===== src/sv/bst_pkg.sv =====
// ----------------------------------------------------------------------------
// bst_pkg: shared types and constants of the byte stuffing frame tx buffer
// Command codes, status codes, framing constants and the ring control word.
// ----------------------------------------------------------------------------
package bst_pkg;

  localparam int unsigned CMD_W   = 3;
  localparam int unsigned BYTE_W  = 8;
  localparam int unsigned AVAIL_W = 9;

  localparam logic [CMD_W-1:0] CMD_PAYLOAD = 3'd0;
  localparam logic [CMD_W-1:0] CMD_COMMIT  = 3'd1;
  localparam logic [CMD_W-1:0] CMD_PEEK    = 3'd2;
  localparam logic [CMD_W-1:0] CMD_FORWARD = 3'd3;
  localparam logic [CMD_W-1:0] CMD_FLUSH   = 3'd4;

  localparam logic ST_OK  = 1'b0;
  localparam logic ST_ERR = 1'b1;

  localparam logic [BYTE_W-1:0] FRAME_TAG   = 8'hFF;
  localparam int unsigned       HEADER_BYTES = 2;
  localparam int unsigned       FRAME_LIMIT  = 255;

  // One ring operation per cycle; push, forward, flush and peek exclude each other.
  typedef struct packed {
    logic              push;
    logic [BYTE_W-1:0] push_byte;
    logic              fwd;
    logic              flush;
    logic              peek;
    logic [BYTE_W-1:0] off;
  } ring_ctrl_t;

endpackage


===== src/sv/bst_ring_buf.sv =====
// ----------------------------------------------------------------------------
// bst_ring_buf: byte ring with pointers
// Ring memory, read and write pointers and fill count; one operation a cycle.
// ----------------------------------------------------------------------------
module bst_ring_buf #(
  parameter int unsigned DEPTH = 256,
  parameter int unsigned AW    = 8,
  parameter int unsigned FW    = 9
) (
  input  logic                       clk_i,
  input  logic                       rst_ni,
  input  bst_pkg::ring_ctrl_t        ctrl_i,
  output logic [FW-1:0]              fill_o,
  output logic [bst_pkg::BYTE_W-1:0] rdata_o
);
  import bst_pkg::*;

  localparam int unsigned SW = ((AW > BYTE_W) ? AW : BYTE_W) + 1;

  logic [BYTE_W-1:0] mem_q [DEPTH];
  logic [BYTE_W-1:0] rdata_q;
  logic [AW-1:0]     rp_q, rp_d;
  logic [AW-1:0]     wp_q, wp_d;
  logic [FW-1:0]     fill_q, fill_d;
  logic [SW-1:0]     sum;
  logic [AW-1:0]     off_addr;

  // Read pointer plus offset, wrapped once; the offset never exceeds the fill.
  always_comb begin
    sum = SW'(rp_q) + SW'(ctrl_i.off);
    if (sum >= SW'(DEPTH)) begin
      sum = sum - SW'(DEPTH);
    end
    off_addr = sum[AW-1:0];
  end

  always_comb begin
    rp_d   = rp_q;
    wp_d   = wp_q;
    fill_d = fill_q;
    if (ctrl_i.push) begin
      wp_d   = (wp_q == AW'(DEPTH - 1)) ? '0 : wp_q + AW'(1);
      fill_d = fill_q + FW'(1);
    end else if (ctrl_i.fwd) begin
      rp_d   = off_addr;
      fill_d = fill_q - FW'(ctrl_i.off);
    end else if (ctrl_i.flush) begin
      rp_d   = wp_q;
      fill_d = '0;
    end
  end

  always_ff @(posedge clk_i or negedge rst_ni) begin
    if (!rst_ni) begin
      rp_q   <= '0;
      wp_q   <= '0;
      fill_q <= '0;
    end else begin
      rp_q   <= rp_d;
      wp_q   <= wp_d;
      fill_q <= fill_d;
    end
  end

  always_ff @(posedge clk_i) begin
    if (ctrl_i.push) begin
      mem_q[wp_q] <= ctrl_i.push_byte;
    end
    if (ctrl_i.peek) begin
      rdata_q <= mem_q[off_addr];
    end
  end

  assign fill_o  = fill_q;
  assign rdata_o = rdata_q;

endmodule


===== config.mk =====
export PLATFORM = sky130hd
export DESIGN_NAME = bst_ring_buf
export DESIGN_NICKNAME = d
export VERILOG_FILES = /design/src/sv/bst_pkg.sv /design/src/sv/bst_ring_buf.sv
export SDC_FILE = /design/constraint.sdc
export NUM_CORES = 2
export LEC_CHECK = 0
export BUFFER_PORTS_ARGS = -buffer_cell sky130_fd_sc_hd__buf_2
export CAP_MARGIN = 40
export CORE_MARGIN = 2
export CORE_UTILIZATION = 35
export CTS_BUF_LIST = sky130_fd_sc_hd__clkbuf_16
export DETAILED_ROUTE_END_ITERATION = 8
export PLACE_DENSITY = 0.51
export REMOVE_ABC_BUFFERS = 1
export SYNTH_ARGS = -nofsm -noshare
export SYNTH_HDL_FRONTEND = slang
export SYNTH_SLANG_ARGS = --single-unit
export TNS_END_PERCENT = 30

===== constraint.sdc =====
create_clock -name clk_i -period 4.02 [get_ports clk_i]
set_input_delay 0.402 -clock clk_i [delete_from_list [all_inputs] [get_ports clk_i]]
set_output_delay 0.402 -clock clk_i [all_outputs]
set_load 0.01 [all_outputs]

After elaboration in Yosys (flattened, before gate mapping)
Memories as Yosys holds them, arrays and structs flattened. A register that Yosys moved wholly into a read port is not among the register bits.
Index checks and enable logic that the tools add are counted.
{ "word_totals": {"regBits": 25, "latchBits": 0, "ramBits": 2048, "mem_bits_ro": 0, "input_bits": 22, "word_cells": 24, "mem_count": 1} }
{ "memory_table": {"columns": ["name", "depth", "word_bits", "rd", "rd_ports_with_merged_regs", "write_ports", "line_no", "text"], "rows": [
  ["mem_q", 256, 8, 1, 1, 1, "bst_ring_buf.sv:20", "logic [BYTE_W-1:0] mem_q [DEPTH];"]
]} }
{ "op_classes": {"n_addsub": 5, "multipliers": 0, "div_mod_pow": 0, "n_lt_le_gt_ge": 1, "eq_ne": 1, "n_shift": 0, "n_mux": 9, "n_bitwise": 1, "n_reduce_logical": 3} }
{ "op_table": {"columns": ["op", "n"], "rows": [
  ["8-bit two-way mux", 4],
  ["9-bit two-way mux", 3],
  ["8-bit by 8-bit adder with 9-bit output", 1],
  ["9-bit by 1-bit adder with 9-bit output, second input constant", 1],
  ["9-bit greater-or-equal comparator, second input constant", 1],
  ["9-bit by 8-bit subtractor with 9-bit output", 1],
  ["8-bit by 1-bit adder with 8-bit output, second input constant", 1],
  ["8-bit equality test, second input constant", 1],
  ["8-bit by 1-bit subtractor with 8-bit output, second input constant", 1],
  ["3-bit nonzero test", 1],
  ["1-bit two-way mux", 2],
  ["2-bit AND reduction", 1],
  ["2-bit nonzero test", 1],
  ["1-bit NOT", 1]
]} }

Longest topological paths before layout
{ "depth": {"depth_word": 4, "ltp_mapped": 16, "depth_no_buf": 13} }

Least setup slack after synthesis
OpenSTA, ideal clock, no wires.
{ "synth_timing": {"path_type": "input-to-reg", "startpoint": "in ctrl_i[0] (netlist bit)", "endpoint": "reg rdata_q[0], in the netlist rdata_o[0], read port of mem_q (data pin)", "setup_ns": 0.284, "t_arrival_ns": 3.148, "slack_ns": 0.588, "stages": 11, "path_buffers": 3, "path_cell_list": "ha_1 -> fa_1 -> buf_2 -> buf_4 -> clkbuf_1 -> mux4_2 -> mux4_2 -> mux2i_1 -> nor3_1 -> a2111oi_0 -> a31oi_1"} }
{ "synth_via": {"elab_chain_len": 3, "elab_cells_between_ends": 4} }
{ "synth_lines": {"columns": ["item", "line_no", "text"], "rows": [
  ["start, declared", "bst_ring_buf.sv:12", "input bst_pkg::ring_ctrl_t ctrl_i,"],
  ["8-bit by 8-bit adder with 9-bit output *", "bst_ring_buf.sv:30", "sum = SW'(rp_q) + SW'(ctrl_i.off);"],
  ["8-bit by 1-bit subtractor with 8-bit output or 9-bit greater-or-equal comparator (tied branches)", "bst_ring_buf.sv:32, bst_ring_buf.sv:31", null],
  ["8-bit two-way mux *", "bst_ring_buf.sv:31", "if (sum >= SW'(DEPTH)) begin"],
  ["end, declared", "bst_ring_buf.sv:21", "logic [BYTE_W-1:0] rdata_q;"]
]} }
Mark *: on every way between the ends. The rest lies on a longest branch, timed or not.
A chain may end at the register's enable or synchronous reset.

Final worst setup path
{ "layout_timing": {"startpoint": "reg rp_q[0]", "endpoint": "reg rdata_q[1], in the netlist rdata_o[1], read port of mem_q (data pin)"} }
{ "layout_via": {"elab_chain_len": 3, "elab_cells_between_ends": 4} }
{ "layout_lines": {"columns": ["item", "line_no", "text"], "rows": [
  ["start, declared", "bst_ring_buf.sv:22", "logic [AW-1:0] rp_q, rp_d;"],
  ["start signal, assigned", "bst_ring_buf.sv:59", "rp_q <= rp_d;"],
  ["8-bit by 8-bit adder with 9-bit output *", "bst_ring_buf.sv:30", null],
  ["8-bit by 1-bit subtractor with 8-bit output or 9-bit greater-or-equal comparator (tied branches)", "bst_ring_buf.sv:32, bst_ring_buf.sv:31", null],
  ["8-bit two-way mux *", "bst_ring_buf.sv:31", null]
]} }
Marks and branches as above.

==> impl_metrics.json <==
{
  "cap_violations": 0,
  "final_hold_viol_count": 0,
  "grt_pass1_wl_um": 322000,
  "critPathArrivalTime_ns": 4.53,
  "slew_violations": 0,
  "ys_seq_area_share_pct": 76.4,
  "grt_pass1_vias": 41900,
  "combPwrFrac_pct": 31.6,
  "powerDensity_mw_per_mm2": 670,
  "synth-edff-count": 2056,
  "rows": 177,
  "final_nets": 4378,
  "switchingPower_mw": 20.4,
  "finish.instance_area_mm2": 0.0965,
  "cts_buffers": 218,
  "die_h_um": 487,
  "slew_headroom_pct": 26.7,
  "drive_gt1_share_pct": 32.2,
  "syn_avg_cell_area_um2": 21.4,
  "io_pins": 39,
  "grt_usage_pct": 19.1,
  "vias": 40800,
  "p_leak_nw": 30.8,
  "postRouteAntennaNets": 0,
  "seqCellArea_mm2": 0.0624,
  "worst_ep_required_time_ns": 4.61,
  "antenna_found_initial": 5,
  "area_delta_synth_final_pct": 18.2,
  "io_buffers": 38,
  "fill_cells": 20200,
  "core_mm2": 0.232,
  "vias_per_cell": 5.39,
  "drc_errors": 0,
  "worst-path-max-fanout": 13,
  "overflow": 0,
  "rsz0062_at_grt": "false",
  "synth_top_cell_area_share_pct": 75.6,
  "ys_warn_count": 0,
  "hold_class": "in2reg",
  "internal_power_mw": 44.2,
  "crit_family": "buffers and inverters",
  "muxShareOfSynthArea_pct": 16.7,
  "p_seq_share_pct": 37.9,
  "r2r_cells": 14,
  "fin_cells": 7562,
  "rr_startpoint": "rp_q[0]",
  "ys_ff_latch": 2081,
  "cts-htree-levels": 4,
  "path_buf_inv": 7,
  "netlist_instances": 3822,
  "dpl_cell_area_mm2": 0.0889,
  "grt_max_degree": 115,
  "slowest_delay_ns": 0.77,
  "synth_xor_area_share_pct": 0.268,
  "hpwl_um": 144000,
  "multi_input_area_mm2": 0.0183,
  "crit_cells": 14,
  "yosys_most_used_dff": "edfxtp_1",
  "p_total_mw": 64.6,
  "drt_iter0_markers": 3996,
  "crit_start": "rp_q[0]",
  "path_common_cell": "buf_6",
  "fin_crit_sh_pct": 98.2,
  "synth_compound_area_share_pct": 1.32,
  "clockBufferDepth": 3,
  "fp.dieW_um": 487,
  "fin_skew_ns": 0.0459,
  "switching_share_pct": 31.5,
  "yosysUniqueCellTypes": 58,
  "cts_tree": "built",
  "cp_cell_sequence": "ha_4 > fa_4 > buf_4 > buf_6 > buf_12 > buf_16 > buf_6 > buf_6 > mux4_2 > mux2i_1 > buf_4 > a221oi_1 > o211ai_1 > a31oi_1",
  "syn_area_mm2": 0.0816,
  "crit_path_start_kind": "flop",
  "clock_latency_ns": 0.86,
  "worst_setup_path_end_kind": "flop",
  "status": "completed",
  "yosys.area.top_type": "edfxtp_1",
  "worst_pin_slew_ns": 1.10,
  "first_pass_iters": 5,
  "die_area_mm2": 0.237,
  "synthArstFlopShare_pct": 1.20,
  "dp_cells": 7134,
  "wl_per_cell_um": 29.9,
  "synthAdderAreaFrac_pct": 0.356,
  "clkPwrFrac_pct": 30.5,
  "place_congestion": 0.803,
  "synth_simple_gate_area_share_pct": 3.47,
  "finalSetupViolations": 0,
  "cts_num_sinks": 2081,
  "r2r_setup_slack_ns": 0.07,
  "cts-root-buf": "clkbuf_16",
  "ir_drop_v": 0.000424,
  "crit_slowest_cell": "fa_4",
  "reg2reg_to": "rdata_o[1]",
  "yosys-top-cells-count": "edfxtp_1, mux4_2, nor2_1, nand2_1, clkbuf_1",
  "routed_wl_um": 226000,
  "fmax_mhz": 253,
  "post-route-min-period_ns": 3.95,
  "yosys-top-cells-area": "edfxtp_1, mux4_2, nor2_1, nand2_1, dfrtp_1",
  "synth_top_family_by_area": "multiplexers",
  "path_class": "reg2reg",
  "initial_utilization_pct": 35.1,
  "yosysMostFrequentCell": "edfxtp_1",
  "worstSetupEndpoint": "rdata_o[1]",
  "clkSlewWorstSetupHoldPaths_ns": 0.06
}
==> per-layer routing <==
metal | wire length [µm] | vias to the layer above | share of wire [%] | global-route usage, %
met2 | 109000 | 1247 | 48 | 30.8
met1 | 99200 | 22300 | 44 | 27.3
met4 | 5290 | 0 | 2.3 | 4.63
li1 | - | 16900 | - | -
met3 | 12100 | 279 | 5.4 | 2.74
met5 | 0 | - | 0 | 0
==> power groups by stage <==
stage               Combinational (mW)  Sequential (mW)  Clock, mW
global placement                  19.8             24.9          0
CTS                               20.4             24.5       20.1
global route                      21.3             24.5       20.9
detailed placement                19.8             24.9          0
finish                            20.4             24.5       19.7
floorplan                         9.13             24.8          0
==> layout by cell type (no fill, tap or decap), types with 11 or more instances in the layout <==
cell / synthesis / layout
o22ai_1: 13 / 13
nor3b_1: 16 / 16
ha_1: 20 / 19
nor2_1: 294 / 290
nor3_1: 22 / 22
buf_12: 1 / 59
inv_1: 13 / 70
nand2_1: 204 / 202
nand3_1: 84 / 64
mux2i_1: 25 / 22
dfrtp_1: 25 / 25
edfxtp_1: 2056 / 2056
a21oi_1: 31 / 31
and3_1: 13 / 11
clkinv_2: 0 / 27
a211oi_1: 11 / 11
buf_2: 48 / 30
nand4_1: 12 / 12
buf_4: 46 / 398
clkinv_1: 0 / 56
mux4_2: 594 / 594
clkbuf_16: 0 / 222
o21ai_0: 33 / 32
nand3_2: 0 / 20
bufinv_16: 0 / 20
xor2_1: 13 / 12
a31oi_1: 25 / 25
==> cell families after synthesis <==
logic type                 count (synthesis)
DFF                                     2081
and+or+nand+nor                          668
muxes                                    619
buffers and inverters                    241
AOI/OAI and AO/OA                        166
xor gates and xnor gates                  25
adders and majority gates                 22
==> sequential cells by signal, summed over array words and instances (netlist names) <==
register	cells
rdata_o	8
wp_q	8
mem_q	2048
fill_o	9
rp_q	8
==> worst min-delay path by stage <==
stage | start | to | slack [ns] | cells after the start
floorplan | rst_ni | fill_o[0] | 0.11 | 0
global placement | rp_q[6] | rp_q[6] | 0.49 | 1
detailed placement | rst_ni | fill_o[8] | 0.42 | 2
CTS | rst_ni | rp_q[1] | 0.003 | 3
global route | ctrl_i[13] | mem_q[11][2] | 0.03 | 1
finish | ctrl_i[13] | mem_q[11][2] | 0.04 | 1
==> area by class of cell <==
class	instances	share of cell area, %
diodes	2	0.00519
clock buffers	220	5.71
clock inverters	183	1.57
inverters	13	0.0506
multi-input cells	1500	19.0
flip-flops and latches	2081	64.7
well taps	3043	3.95
repair buffers	520	5.08
==> through the flow <==
step	TNS (ns)	setup WS, ns	utilization [%]	hold slack, ns
2_1_floorplan	-168.77	-17.72	-	0.106
3_5_place_dp	-2.32	-0.479	38.3	0.417
5_1_grt	0	0.00280	41.5	0.0256
3_3_place_gp	-2.34	-0.444	38.1	0.492
4_1_cts	-0.0111	-0.0111	41.4	0.00322
6_report	0	0.0732	41.5	0.0369
==> timing repair <==
item,CTS,global route
resized for setup,29,15
pin swaps,4,8
hold endpoints to repair,33,0
buffers inserted,8,7
cloned,4,2
endpoints found under the setup margin,8,8
hold buffers,2,0
Note: power is estimated with default switching activity, not from simulation.
